$ cat config.mk
export PLATFORM = sky130hd
export DESIGN_NAME = quintic_joint_trajectory_generator_top_flat
export DESIGN_NICKNAME = d
export VERILOG_FILES = /design/src/rtl/qjtg_pkg.sv /design/src/rtl/qjtg_if.sv /design/src/rtl/qjtg_serial_mul.sv /design/src/rtl/qjtg_serial_div.sv /design/src/rtl/quintic_joint_trajectory_generator_top.sv /design/src/flat_wrapper.sv
export SDC_FILE = /design/constraint.sdc
export NUM_CORES = 2
export LEC_CHECK = 0
export BUFFER_PORTS_ARGS = -buffer_cell sky130_fd_sc_hd__buf_2
export CORE_UTILIZATION = 25
export CTS_BUF_LIST = sky130_fd_sc_hd__clkbuf_16
export CTS_CLUSTER_SIZE = 20
export DETAILED_ROUTE_END_ITERATION = 8
export HOLD_SLACK_MARGIN = 0.03
export PLACE_DENSITY = 0.41
export SLEW_MARGIN = 20
export SYNTH_ARGS = -nofsm -noshare
export SYNTH_HDL_FRONTEND = slang
export SYNTH_SLANG_ARGS = --single-unit
$ cat constraint.sdc
create_clock -name clk -period 16.6 [get_ports clk]
set_input_delay 4.15 -clock clk [delete_from_list [all_inputs] [get_ports clk]]
set_output_delay 4.15 -clock clk [all_outputs]
set_load 0.02 [all_outputs]
$ cat src/rtl/qjtg_pkg.sv
// Package: shared constants, types and codes of the quintic trajectory generator.
package qjtg_pkg;

  localparam int unsigned JOINTS_MAX  = 7;
  localparam int unsigned ANGLE_W     = 32;
  localparam int unsigned PERIOD_W    = 10;
  localparam int unsigned MTIME_W     = 15;
  localparam int unsigned ELAPSED_W   = 16;
  localparam int unsigned FRAC_W      = 24;
  localparam int unsigned CFG_IDX_W   = 3;
  localparam int unsigned CFG_DATA_W  = 32;

  localparam logic [MTIME_W-1:0] MTIME_RESET = 15'd10000;

  localparam logic [CFG_IDX_W-1:0] REG_MOTION_TIME = 3'd0;

  typedef logic signed [ANGLE_W-1:0] angle_t;

  typedef enum logic [2:0] {
    ST_IDLE,
    ST_DIV,
    ST_POW,
    ST_BLEND,
    ST_OUT
  } ctrl_state_t;

  // power sequencer steps
  typedef enum logic [2:0] {
    PW_T2,
    PW_T3,
    PW_T4,
    PW_T5,
    PW_SUM
  } pow_step_t;

  function automatic angle_t target_reset(input int unsigned k);
    angle_t v;
    v = '0;
    case (k)
      1: v = -32'sd105414357;
      3: v = -32'sd421657428;
      6: v = 32'sd210828714;
      default: v = '0;
    endcase
    return v;
  endfunction

endpackage

$ cat src/rtl/qjtg_if.sv
// Interfaces: valid/ready stream and configuration write channel.
interface qjtg_in_if;
  import qjtg_pkg::*;
  logic                   valid;
  logic                   ready;
  logic [PERIOD_W-1:0]    period_ms;
  angle_t                 joint_measured [JOINTS_MAX];
  modport source (output valid, period_ms, joint_measured, input ready);
  modport sink   (input valid, period_ms, joint_measured, output ready);
endinterface

interface qjtg_out_if;
  import qjtg_pkg::*;
  logic   valid;
  logic   ready;
  angle_t joint_command [JOINTS_MAX];
  logic   motion_done;
  modport source (output valid, joint_command, motion_done, input ready);
  modport sink   (input valid, joint_command, motion_done, output ready);
endinterface

interface qjtg_cfg_if;
  import qjtg_pkg::*;
  logic                  valid;
  logic                  ready;
  logic [CFG_IDX_W-1:0]  index;
  logic [CFG_DATA_W-1:0] data;
  modport source (output valid, index, data, input ready);
  modport sink   (input valid, index, data, output ready);
endinterface

$ cat src/rtl/qjtg_serial_mul.sv
// Shift-and-add multiplier: one multiplier bit per cycle, signed multiplicand.
module qjtg_serial_mul #(
  parameter int unsigned A_W = 34,
  parameter int unsigned B_W = 25
) (
  input  logic                      clk,
  input  logic                      rst_n,
  input  logic                      start,
  input  logic signed [A_W-1:0]     a,
  input  logic        [B_W-1:0]     b,
  output logic                      busy,
  output logic signed [A_W+B_W-1:0] prod
);
  localparam int unsigned CNT_W = $clog2(B_W + 1);

  logic signed [A_W+B_W-1:0] acc_r, acc_nxt;
  logic signed [A_W+B_W-1:0] mcand_r, mcand_nxt;
  logic        [B_W-1:0]     mplier_r, mplier_nxt;
  logic        [CNT_W-1:0]   cnt_r, cnt_nxt;

  always_comb begin
    acc_nxt    = acc_r;
    mcand_nxt  = mcand_r;
    mplier_nxt = mplier_r;
    cnt_nxt    = cnt_r;
    if (start) begin
      acc_nxt    = '0;
      mcand_nxt  = (A_W+B_W)'(a);
      mplier_nxt = b;
      cnt_nxt    = CNT_W'(B_W);
    end else if (cnt_r != '0) begin
      if (mplier_r[0]) acc_nxt = acc_r + mcand_r;
      mcand_nxt  = mcand_r <<< 1;
      mplier_nxt = mplier_r >> 1;
      cnt_nxt    = cnt_r - 1'b1;
    end
  end

  always_ff @(posedge clk) begin
    if (!rst_n) begin
      cnt_r <= '0;
    end else begin
      cnt_r <= cnt_nxt;
    end
    acc_r    <= acc_nxt;
    mcand_r  <= mcand_nxt;
    mplier_r <= mplier_nxt;
  end

  assign busy = (cnt_r != '0) || start;
  assign prod = acc_r;
endmodule

$ cat src/rtl/qjtg_serial_div.sv
// Restoring divider: one quotient bit per cycle, computes floor(elapsed*2^24/mtime).
module qjtg_serial_div (
  input  logic                              clk,
  input  logic                              rst_n,
  input  logic                              start,
  input  logic [qjtg_pkg::ELAPSED_W-1:0]    num,
  input  logic [qjtg_pkg::MTIME_W-1:0]      den,
  output logic                              busy,
  output logic [qjtg_pkg::FRAC_W:0]         quot
);
  import qjtg_pkg::*;
  localparam int unsigned NUM_W = ELAPSED_W + FRAC_W;
  localparam int unsigned CNT_W = $clog2(NUM_W + 1);

  logic [NUM_W-1:0]   dvd_r, dvd_nxt;
  logic [MTIME_W:0]   rem_r, rem_nxt;
  logic [NUM_W-1:0]   q_r, q_nxt;
  logic [MTIME_W-1:0] den_r, den_nxt;
  logic [CNT_W-1:0]   cnt_r, cnt_nxt;
  logic [MTIME_W+1:0] trial;

  always_comb begin
    dvd_nxt = dvd_r;
    rem_nxt = rem_r;
    q_nxt   = q_r;
    den_nxt = den_r;
    cnt_nxt = cnt_r;
    trial   = {rem_r, dvd_r[NUM_W-1]} - {2'b00, den_r};
    if (start) begin
      dvd_nxt = {num, FRAC_W'(0)};
      rem_nxt = '0;
      q_nxt   = '0;
      den_nxt = den;
      cnt_nxt = CNT_W'(NUM_W);
    end else if (cnt_r != '0) begin
      dvd_nxt = dvd_r << 1;
      if (!trial[MTIME_W+1]) begin
        rem_nxt = trial[MTIME_W:0];
        q_nxt   = {q_r[NUM_W-2:0], 1'b1};
      end else begin
        rem_nxt = {rem_r[MTIME_W-1:0], dvd_r[NUM_W-1]};
        q_nxt   = {q_r[NUM_W-2:0], 1'b0};
      end
      cnt_nxt = cnt_r - 1'b1;
    end
  end

  always_ff @(posedge clk) begin
    if (!rst_n) begin
      cnt_r <= '0;
    end else begin
      cnt_r <= cnt_nxt;
    end
    dvd_r <= dvd_nxt;
    rem_r <= rem_nxt;
    q_r   <= q_nxt;
    den_r <= den_nxt;
  end

  assign busy = (cnt_r != '0) || start;
  // elapsed < den here, so the quotient is below 2^24
  assign quot = q_r[FRAC_W:0];
endmodule

$ cat src/rtl/quintic_joint_trajectory_generator_top.sv
// Top level: tick control, smoothstep evaluation and per-joint blending.
// Steps: serial divide, four serial power products and a sum step, then a serial blend per joint;
//   the result is registered and held until the output transfer.
// Flow: one tick at a time; input is taken again the cycle after the result
//   transfer. One bit-serial multiplier.
// Reset (synchronous, rst_n low): elapsed time and start flag cleared, control and configuration registers to defaults.
module quintic_joint_trajectory_generator_top #(
  parameter int unsigned JOINTS = qjtg_pkg::JOINTS_MAX
) (
  input  logic     clk,
  input  logic     rst_n,
  qjtg_in_if.sink  in_ch,
  qjtg_out_if.source out_ch,
  qjtg_cfg_if.sink cfg_ch
);
  import qjtg_pkg::*;
  localparam int unsigned JIDX_W = (JOINTS > 1) ? $clog2(JOINTS) : 1;
  localparam int unsigned MA_W   = ANGLE_W + 2;
  localparam int unsigned MB_W   = FRAC_W + 1;
  localparam int unsigned P_W    = MA_W + MB_W;
  localparam logic [FRAC_W:0] ONE = {1'b1, FRAC_W'(0)};

  ctrl_state_t state_r, state_nxt;
  pow_step_t   pstep_r, pstep_nxt;

  logic [MTIME_W-1:0]   mtime_r;
  angle_t               target_r [JOINTS_MAX];
  angle_t               start_r  [JOINTS];
  angle_t               cmd_r    [JOINTS_MAX];
  logic                 started_r;
  logic [ELAPSED_W-1:0] elapsed_r;
  logic                 done_r;
  logic [FRAC_W:0]      tau_r, t2_r, t4_r, s_r;
  logic signed [FRAC_W+5:0] sum_r;
  logic [JIDX_W-1:0]    jidx_r;
  logic                 out_valid_r;
  logic                 mul_started_r;

  logic [ELAPSED_W:0]   el_sum;
  logic [ELAPSED_W-1:0] el_new;
  logic                 div_start, div_busy;
  logic [FRAC_W:0]      div_q;
  logic                 mul_start, mul_busy;
  logic signed [MA_W-1:0] mul_a;
  logic [MB_W-1:0]      mul_b;
  logic signed [P_W-1:0] mul_p;
  logic [FRAC_W:0]      pw_res;
  logic signed [FRAC_W+5:0] s_sat_in;
  logic                 in_xfer, out_xfer, mul_fin;
  angle_t               st_sel, tg_sel;
  logic signed [P_W-1:0] rnd;
  angle_t               blended;

  assign in_xfer  = in_ch.valid && in_ch.ready;
  assign out_xfer = out_ch.valid && out_ch.ready;
  assign in_ch.ready = (state_r == ST_IDLE);
  assign cfg_ch.ready = 1'b1;

  assign el_sum = {1'b0, elapsed_r} + (ELAPSED_W+1)'(in_ch.period_ms);
  assign el_new = el_sum[ELAPSED_W] ? '1 : el_sum[ELAPSED_W-1:0];

  // divide starts on the transfer, so it takes the updated elapsed time
  qjtg_serial_div u_div (
    .clk(clk), .rst_n(rst_n), .start(div_start), .num(el_new), .den(mtime_r),
    .busy(div_busy), .quot(div_q)
  );

  qjtg_serial_mul #(.A_W(MA_W), .B_W(MB_W)) u_mul (
    .clk(clk), .rst_n(rst_n), .start(mul_start), .a(mul_a), .b(mul_b),
    .busy(mul_busy), .prod(mul_p)
  );

  assign st_sel  = start_r[jidx_r];
  assign tg_sel  = target_r[jidx_r];
  assign mul_fin = mul_started_r && !mul_busy;
  assign pw_res  = mul_p[2*FRAC_W:FRAC_W]; // power products stay below 2^49
  assign rnd     = mul_p + P_W'(signed'({1'b0, 1'b1, (FRAC_W-1)'(0)}));
  assign blended = st_sel + ANGLE_W'(rnd >>> FRAC_W);

  // multiplier operands per step
  always_comb begin
    mul_a = '0;
    mul_b = '0;
    if (state_r == ST_POW) begin
      unique case (pstep_r)
        PW_T2:   begin mul_a = MA_W'(tau_r); mul_b = tau_r; end
        PW_T3:   begin mul_a = MA_W'(t2_r);  mul_b = tau_r; end
        PW_T4:   begin mul_a = MA_W'(t2_r);  mul_b = t2_r;  end
        PW_T5:   begin mul_a = MA_W'(t4_r);  mul_b = tau_r; end
        default: begin mul_a = '0;           mul_b = '0;    end
      endcase
    end else begin
      mul_a = MA_W'(tg_sel) - MA_W'(st_sel);
      mul_b = s_r;
    end
  end

  assign s_sat_in = sum_r;

  // next state
  always_comb begin
    state_nxt = state_r;
    pstep_nxt = pstep_r;
    unique case (state_r)
      ST_IDLE:  if (in_xfer) state_nxt = ST_DIV;
      ST_DIV:   if (!div_busy) begin
        state_nxt = ST_POW;
        pstep_nxt = PW_T2;
      end
      ST_POW: begin
        if (pstep_r == PW_SUM) state_nxt = ST_BLEND;
        else if (mul_fin) begin
          unique case (pstep_r)
            PW_T2:   pstep_nxt = PW_T3;
            PW_T3:   pstep_nxt = PW_T4;
            PW_T4:   pstep_nxt = PW_T5;
            default: pstep_nxt = PW_SUM;
          endcase
        end
      end
      ST_BLEND: if (mul_fin && (32'(jidx_r) == JOINTS - 1)) state_nxt = ST_OUT;
      ST_OUT:   if (out_xfer) state_nxt = ST_IDLE;
      default:  state_nxt = ST_IDLE;
    endcase
  end

  // control outputs
  always_comb begin
    div_start = 1'b0;
    mul_start = 1'b0;
    unique case (state_r)
      ST_IDLE:  div_start = 1'b0;
      ST_DIV:   div_start = 1'b0;
      ST_POW:   mul_start = (pstep_r != PW_SUM) && !mul_started_r;
      ST_BLEND: mul_start = !mul_started_r;
      default:  mul_start = 1'b0;
    endcase
    if (state_r == ST_IDLE && in_xfer) div_start = 1'b1;
  end

  always_ff @(posedge clk) begin
    if (!rst_n) begin
      state_r       <= ST_IDLE;
      pstep_r       <= PW_T2;
      started_r     <= 1'b0;
      elapsed_r     <= '0;
      mtime_r       <= MTIME_RESET;
      out_valid_r   <= 1'b0;
      mul_started_r <= 1'b0;
      jidx_r        <= '0;
      for (int k = 0; k < JOINTS_MAX; k++) target_r[k] <= target_reset(k);
    end else begin
      state_r <= state_nxt;
      pstep_r <= pstep_nxt;
      if (cfg_ch.valid && cfg_ch.ready) begin
        if (cfg_ch.index == REG_MOTION_TIME) mtime_r <= cfg_ch.data[MTIME_W-1:0];
        else target_r[cfg_ch.index - 1'b1] <= cfg_ch.data;
      end
      if (in_xfer) begin
        started_r <= 1'b1;
        elapsed_r <= el_new;
      end
      if (mul_start) mul_started_r <= 1'b1;
      else if (mul_fin) mul_started_r <= 1'b0;
      if (state_r == ST_POW && pstep_r == PW_SUM) jidx_r <= '0;
      else if (state_r == ST_BLEND && mul_fin && (32'(jidx_r) != JOINTS - 1))
        jidx_r <= jidx_r + 1'b1;
      if (state_r == ST_BLEND && state_nxt == ST_OUT) out_valid_r <= 1'b1;
      else if (out_xfer) out_valid_r <= 1'b0;
    end
  end

  // datapath registers
  always_ff @(posedge clk) begin
    if (in_xfer && !started_r) begin
      for (int k = 0; k < JOINTS; k++) start_r[k] <= in_ch.joint_measured[k];
    end
    if (state_r == ST_DIV && !div_busy) begin
      done_r <= (elapsed_r >= ELAPSED_W'(mtime_r));
      tau_r  <= (elapsed_r >= ELAPSED_W'(mtime_r)) ? ONE : div_q;
      sum_r  <= '0;
    end
    if (state_r == ST_POW && mul_fin) begin
      unique case (pstep_r)
        PW_T2: t2_r <= pw_res;
        PW_T3: sum_r <= sum_r + (FRAC_W+6)'(pw_res) * (FRAC_W+6)'(10);
        PW_T4: begin
          t4_r  <= pw_res;
          sum_r <= sum_r - (FRAC_W+6)'(pw_res) * (FRAC_W+6)'(15);
        end
        PW_T5: sum_r <= sum_r + (FRAC_W+6)'(pw_res) * (FRAC_W+6)'(6);
        default: sum_r <= sum_r;
      endcase
    end
    if (state_r == ST_POW && pstep_r == PW_SUM) begin
      if (s_sat_in < 0) s_r <= '0;
      else if (s_sat_in > (FRAC_W+6)'(ONE)) s_r <= ONE;
      else s_r <= s_sat_in[FRAC_W:0];
      for (int k = 0; k < JOINTS_MAX; k++) cmd_r[k] <= '0;
    end
    if (state_r == ST_BLEND && mul_fin) cmd_r[jidx_r] <= blended;
  end

  assign out_ch.valid         = out_valid_r;
  assign out_ch.joint_command = cmd_r;
  assign out_ch.motion_done   = done_r;

`ifndef SYNTHESIS
  a_ready_idle: assert property (@(posedge clk) disable iff (!rst_n)
    out_ch.valid |-> !in_ch.ready) else $error("input taken while result pending");
  a_started: assert property (@(posedge clk) disable iff (!rst_n)
    in_xfer |=> started_r) else $error("start flag not set after transfer");
  a_s_range: assert property (@(posedge clk) disable iff (!rst_n)
    (state_r == ST_BLEND) |-> (s_r <= ONE)) else $error("s out of range");
  a_done_tau: assert property (@(posedge clk) disable iff (!rst_n)
    (out_ch.valid && out_ch.motion_done) |-> (s_r == ONE)) else $error("done without s=1");
`endif
endmodule

$ cat src/flat_wrapper.sv
// flat-port wrapper written by rule: the top's interface ports become plain ports
module quintic_joint_trajectory_generator_top_flat import qjtg_pkg::*;
#(
  parameter int unsigned JOINTS = qjtg_pkg::JOINTS_MAX
)
  (clk, rst_n, in_ch_valid, in_ch_period_ms, in_ch_joint_measured, in_ch_ready, out_ch_valid, out_ch_joint_command, out_ch_motion_done, out_ch_ready, cfg_ch_valid, cfg_ch_index, cfg_ch_data, cfg_ch_ready);
  qjtg_in_if in_ch_i ();
  qjtg_out_if out_ch_i ();
  qjtg_cfg_if cfg_ch_i ();
  input  logic clk;
  input  logic rst_n;
  input wire logic [$bits(in_ch_i.valid)-1:0] in_ch_valid;
  input wire logic [$bits(in_ch_i.period_ms)-1:0] in_ch_period_ms;
  input wire logic [$bits(in_ch_i.joint_measured)-1:0] in_ch_joint_measured;
  output wire logic [$bits(in_ch_i.ready)-1:0] in_ch_ready;
  output wire logic [$bits(out_ch_i.valid)-1:0] out_ch_valid;
  output wire logic [$bits(out_ch_i.joint_command)-1:0] out_ch_joint_command;
  output wire logic [$bits(out_ch_i.motion_done)-1:0] out_ch_motion_done;
  input wire logic [$bits(out_ch_i.ready)-1:0] out_ch_ready;
  input wire logic [$bits(cfg_ch_i.valid)-1:0] cfg_ch_valid;
  input wire logic [$bits(cfg_ch_i.index)-1:0] cfg_ch_index;
  input wire logic [$bits(cfg_ch_i.data)-1:0] cfg_ch_data;
  output wire logic [$bits(cfg_ch_i.ready)-1:0] cfg_ch_ready;
  assign in_ch_i.valid = in_ch_valid;
  assign in_ch_i.period_ms = in_ch_period_ms;
  assign in_ch_i.joint_measured = {>>{in_ch_joint_measured}};
  assign in_ch_ready = in_ch_i.ready;
  assign out_ch_valid = out_ch_i.valid;
  assign out_ch_joint_command = {>>{out_ch_i.joint_command}};
  assign out_ch_motion_done = out_ch_i.motion_done;
  assign out_ch_i.ready = out_ch_ready;
  assign cfg_ch_i.valid = cfg_ch_valid;
  assign cfg_ch_i.index = cfg_ch_index;
  assign cfg_ch_i.data = cfg_ch_data;
  assign cfg_ch_ready = cfg_ch_i.ready;
  quintic_joint_trajectory_generator_top #(.JOINTS(JOINTS)) u_core (.clk(clk), .rst_n(rst_n), .in_ch(in_ch_i), .out_ch(out_ch_i), .cfg_ch(cfg_ch_i));
endmodule
======== After elaboration in Yosys (flattened, before gate mapping) ========
Memory sizes are Yosys's and may differ from the RTL's. A register that Yosys moved wholly into a read port is not among the register bits.
Cells that the tools add are included.
word-level totals
  flip-flop bits (word level) ............. 624
  memory bits (writable) .................. 448
  input port bits ......................... 274
  output and inout bits ................... 228
  logic and storage cells ................. 177
  memories kept ........................... 2
memories
  memory           words  width  rd ports  clocked after memory_dff  write ports  line                                          text
  u_core.start_r   7      32     1         1                         7            quintic_joint_trajectory_generator_top.sv:28  angle_t start_r [JOINTS];
  u_core.target_r  7      32     1         1                         7            quintic_joint_trajectory_generator_top.sv:27  angle_t target_r [JOINTS_MAX];
operators by class
  add/subtract/negate cells ............... 13
  multipliers ............................. 3
  order comparisons ....................... 5
  equal/unequal tests ..................... 16
  mux-type cells .......................... 61
  bitwise operators ....................... 2
  reduce and logical (&&, ||, !) cells .... 42
operators by type and width
  operator                                               count
  two-way mux 224 bit                                    2
  bitwise mux 224 bit                                    1
  two-way mux 32 bit                                     6
  one-hot mux 30 bit (4 select lines)                    1
  two-way mux 59 bit                                     2
  two-way mux 25 bit                                     4
  demux 32 bit (select 3 bit)                            1
  two-way mux 40 bit                                     2
  one-hot mux 25 bit (3 select lines)                    1
  two-way mux 30 bit                                     2
  adder 59 bit                                           1
  adder 56 x 25 -> 56 bit (second input constant)        1
  one-hot mux 25 bit (2 select lines)                    1
  two-way mux 3 bit                                      13
  two-way mux 34 bit                                     1
  subtractor 32 x 32 -> 33 bit                           1
  adder 32 bit                                           1
  two-way mux 16 bit                                     2
  OR reduction 32 bit                                    1
  adder 30 x 28 -> 30 bit                                1
  adder 30 x 29 -> 30 bit                                1
  > comparator 30 x 25 -> 1 bit (second input constant)  1
  < comparator 30 x 1 -> 1 bit (second input constant)   1
  subtractor 30 x 29 -> 30 bit                           1
  other kinds (39)                                       93

======== Depth between registers and ports, before layout ========
  depth in word-level cells ............... 12
  mapped depth ............................ 26
  mapped depth without buffers ............ 26

======== Cells and area by module ========
Synthesis repeated with hierarchy kept, for this count alone.
second synthesis, totals
  cell total of the unflattened synthesis .. 5659
  area total of the unflattened synthesis .. 59455.8 um2
by module, submodules not included
  module                                  times used  cells an instance  area an instance (um2)  sequential area each (um2)
  quintic_joint_trajectory_generator_top  1           4283               46500.8                 23432.5
  qjtg_serial_mul                         1           974                9036.2                  3803.6
  qjtg_serial_div                         1           402                3918.8                  1871.8

======== Least setup slack after synthesis ========
OpenSTA, ideal clock, no wires.
  path type ............................... in2reg
  start ................................... input port in_ch_valid
  end ..................................... memory u_core.start_r[0][0] (netlist bit), enable pin
  library setup time ...................... 0.814 ns
  arrival time ............................ 13.806 ns
  required time ........................... 15.786 ns
  setup slack ............................. 1.981 ns
  stages .................................. 3
  cell sequence ........................... nand2_1 clkbuf_1 nor2_1
RTL lines
  item                line                                          text
  start: declaration  flat_wrapper.sv:12                            input wire logic [$bits(in_ch_i.valid)-1:0] in_ch_valid;
  end: declaration    quintic_joint_trajectory_generator_top.sv:28

======== Final worst setup path ========
  start ................................... input port in_ch_period_ms[0]
  end ..................................... register u_core.u_div.dvd_r[30] (data pin)
on the way
  word-level cells in the longest chain between the ends .. 3
ends and longest elaborated chain
  item                          line                                          text
  start: declaration            flat_wrapper.sv:13                            input wire logic [$bits(in_ch_i.period_ms)-1:0] in_ch_period_ms;
  adder 16 x 10 -> 17 bit       quintic_joint_trajectory_generator_top.sv:59  assign el_sum = {1'b0, elapsed_r} + (ELAPSED_W+1)'(in_ch.period_ms);
  two-way mux 16 bit            quintic_joint_trajectory_generator_top.sv:60  assign el_new = el_sum[ELAPSED_W] ? '1 : el_sum[ELAPSED_W-1:0];
  two-way mux 40 bit            qjtg_serial_div.sv:29                         if (start) begin
  via u_core.u_div.dvd_nxt[30]  qjtg_serial_div.sv:15                         logic [NUM_W-1:0] dvd_r, dvd_nxt;
  end signal: assignment        qjtg_serial_div.sv:54                         dvd_r <= dvd_nxt;
  end: declaration              qjtg_serial_div.sv:15
The timed path passes the listed nets, and every way through them passes these cells.
A chain may end at the register's enable or synchronous reset.

==> metrics.txt <==
status=completed; P per Cell Area=216 nW/um^2; RSZ-0062 raised after global routing=no; DIE HEIGHT=486 um; Post-Place Cells=8918; fmax=145 MHz; number of max-cap violations=0; area grow syn2layout=17.7%; sequential area share after synthesis=49.5%; post-synthesis cell type count=96; post-synthesis cell area=58500 um^2; Pre-antenna DRT Iters=5; wire length on met3=10600 um; Yosys top cell area share=35.5%; Clock Sinks=1101; Post-synth top cells=edfxtp_1 (691), nand2_1 (575), o21ai_0 (470); Worst Path Max Fanout=8; Worst EP arrival=7.43 ns; later-pin clock latency in the skew report=0.77 ns; final setup violation count=0; worst hold path stage count=0; synth top area cells=edfxtp_1 (35%), dfxtp_1 (14%), ha_1 (6.9%), o21ai_0 (4.0%), mux4_2 (3.7%); Worst Min Path Start=u_core.mtime_r[10]; Final Critical Period=6.90 ns; cts repair resizes=0; grt total ovfl=0; clk_skew=0.0201 ns; vias in the first global route=42900; Worst EP required=17.13 ns; Final Power=14.9 mW; Routed Antenna Nets=0; Synth area leader=edfxtp_1; Avg WL per Cell=21.8 um; Hold Path End=u_core.u_div.den_r[10]; share of layout cells above drive strength 1=16.5%; metal2 WL=93100 um; Crit Path Category=primary input to flip-flop; drt drc=0; number of hold buffers added after cts=0; Hold Path Class=flip-flop to flip-flop; reg2reg setup slack=10.24 ns; number of DRC markers in iteration 0=2866; Final TNS setup=0 ns; port buffer count=500; register bit total from synthesis=1101; fin crit share=41.6%; most common cell in the netlist=edfxtp_1; Clock Root Buffer=clkbuf_16; Slew headroom=28.1%; Yosys warnings=0; CP startpoint kind=primary input; CTS Buf Count=130; Peak VDD IR=206 uV; DRT met1 WL=92200 um; Total GRT Usage=16.5%; Setup Fix Bufs, Post-CTS=0; number of synthesized flops with an enable pin=691; via/cell ratio=4.78; Max Used Layer=met5; final instance area=68900 um^2; measured slew at the worst slew-check pin=1.08 ns; first-pass GRT wire length=292000 um; initial core utilization=25.2%; # rows=177; Lkg Pwr=27.3 nW; Post-Synthesis Cells=5562; Total Wirelength=199000 um; Die X=486 um; DR vias=43800; initial antenna violation count=17; nets@finish=6686; critical path endpoint category=flip-flop; Avg Inst Size Synth=10.5 um^2; Reg clk slew, reported paths=0.06 ns; post-synthesis async set-or-reset flop share=0%; Hold Vio Cnt, Final=0; Post-synth top flop=edfxtp_1; Bufs on Longest Clock Path=3; placer congestion estimate=0.852; hpwl dp=147000 um; # IOs=502; Hold WS=0.431 ns; Reg2Reg Depth=17; Core Area=233000 um^2; CTS tree=built; H-tree levels=4; reg2reg end=u_core.out_ch.joint_command[152]; die area=236000 um^2; Post-Layout Cell Count=9157; placed inst area=64600 um^2; largest net degree at the start of global routing=98; Final Max Slew Viols=0; Mapped Nets=6240
-- per-layer routing --
metal | vias up | track usage (%)
met5 | - | 0
li1 | 21100 | -
met2 | 974 | 26.9
met1 | 21500 | 22.4
met3 | 212 | 3.18
met4 | 4 | 3.33
-- report_power, final --
part / internal (mW) / switching (mW)
Combinational: 3.18 / 5.09
Sequential: 3.46 / 0.307
Clock: 1.62 / 1.20
Total: 8.27 / 6.60
-- cell usage in the layout (no fill, tap or decap), types with 18 or more instances in the layout --
cell type,n
a22oi_1,26
clkbuf_16,135
nor3_1,68
buf_2,500
nor2_1,369
mux2i_1,95
a32oi_1,18
o211ai_1,35
buf_4,86
nand3_1,270
a21o_2,22
nand2_1,570
dfxtp_1,406
o21ai_0,469
mux2_2,33
ha_1,324
nand4_1,26
and3_1,41
fa_1,80
a31oi_1,25
nor2b_1,44
a21oi_1,373
o21a_1,39
o21bai_1,34
mux4_2,96
edfxtp_1,691
a21o_1,115
and2_1,95
or3_1,23
nand2b_1,47
clkinv_2,20
a211oi_1,46
clkinv_1,23
xnor2_1,167
xor2_1,68
a221o_1,27
inv_1,317
-- cell type report --
type	count	area, um^2
flip-flops and latches	1101	29000
fillers	24300	164000
multi-input cells	3899	27600
well taps	3043	3810
clock buffers	135	3380
clock inverters	102	783
inverters	288	1080
diodes	1	2.50
repair buffers	588	3200
-- worst max path at each step --
| stage | startpoint | endpoint | slack (ns) | cells past startpoint |
|---|---|---|---|---|
| CTS | in_ch_period_ms[0] | u_core.u_div.dvd_r[30] | 9.69 | 15 |
| global placement | in_ch_period_ms[0] | u_core.u_div.dvd_r[30] | 8.86 | 15 |
| floorplan | in_ch_valid | u_core.start_r[0][0] | 1.98 | 3 |
| detailed placement | in_ch_period_ms[0] | u_core.u_div.dvd_r[30] | 8.88 | 15 |
| global route | in_ch_period_ms[0] | u_core.u_div.dvd_r[28] | 9.29 | 15 |
| finish | in_ch_period_ms[0] | u_core.u_div.dvd_r[30] | 9.70 | 15 |
-- state kept, by name, summed over array words and instances, names as in the netlist, 6 cells and up, named ones only --
name                         flops
u_core.u_mul.prod               56
u_core.tau_r                    25
u_core.u_mul.mcand_r            56
u_core.u_div.rem_r              16
u_core.t2_r                     25
u_core.u_div.q_r                25
u_core.u_div.dvd_r              16
u_core.s_sat_in                 30
u_core.t4_r                     25
u_core.u_div.cnt_r               6
u_core.u_mul.mplier_r           25
u_core.elapsed_r                16
u_core.s_r                      25
u_core.target_r                256
u_core.u_div.den_r              15
u_core.out_ch.joint_command    224
u_core.start_r                 224
u_core.mtime_r                  15
-- worst max-delay path, cell delays in order --
cell and delay (ns):
buf_2 0.10, ha_1 0.20, inv_1 0.08, fa_1 0.21, nor2b_1 0.05, o21ai_0 0.19
a21boi_0 0.15, o21ai_0 0.23, a21boi_0 0.15, o21ai_0 0.24, a21oi_1 0.16, o311ai_1 0.84
and2_0 0.42, o21a_1 0.20, nor2_1 0.05
-- stage by stage --
| stage | setup slack [ns] | utilization [%] |
|---|---|---|
| floorplan | 1.98 | - |
| global placement | 8.86 | 27.8 |
| detailed placement | 8.88 | 27.8 |
| CTS | 9.69 | 29.6 |
| global route | 9.29 | 29.6 |
| finish | 9.70 | 29.6 |
-- cell families after synthesis --
logic type | synth area share (%)
muxes | 5.96
buffers and inverters | 3.66
other | 0.00641
AOI/OAI and AO/OA | 14.7
DFF | 49.5
xor gates and xnor gates | 3.61
adders and majority gates | 9.67
and+or+nand+nor | 12.9
No activity file was read; power rests on OpenSTA's default activity.
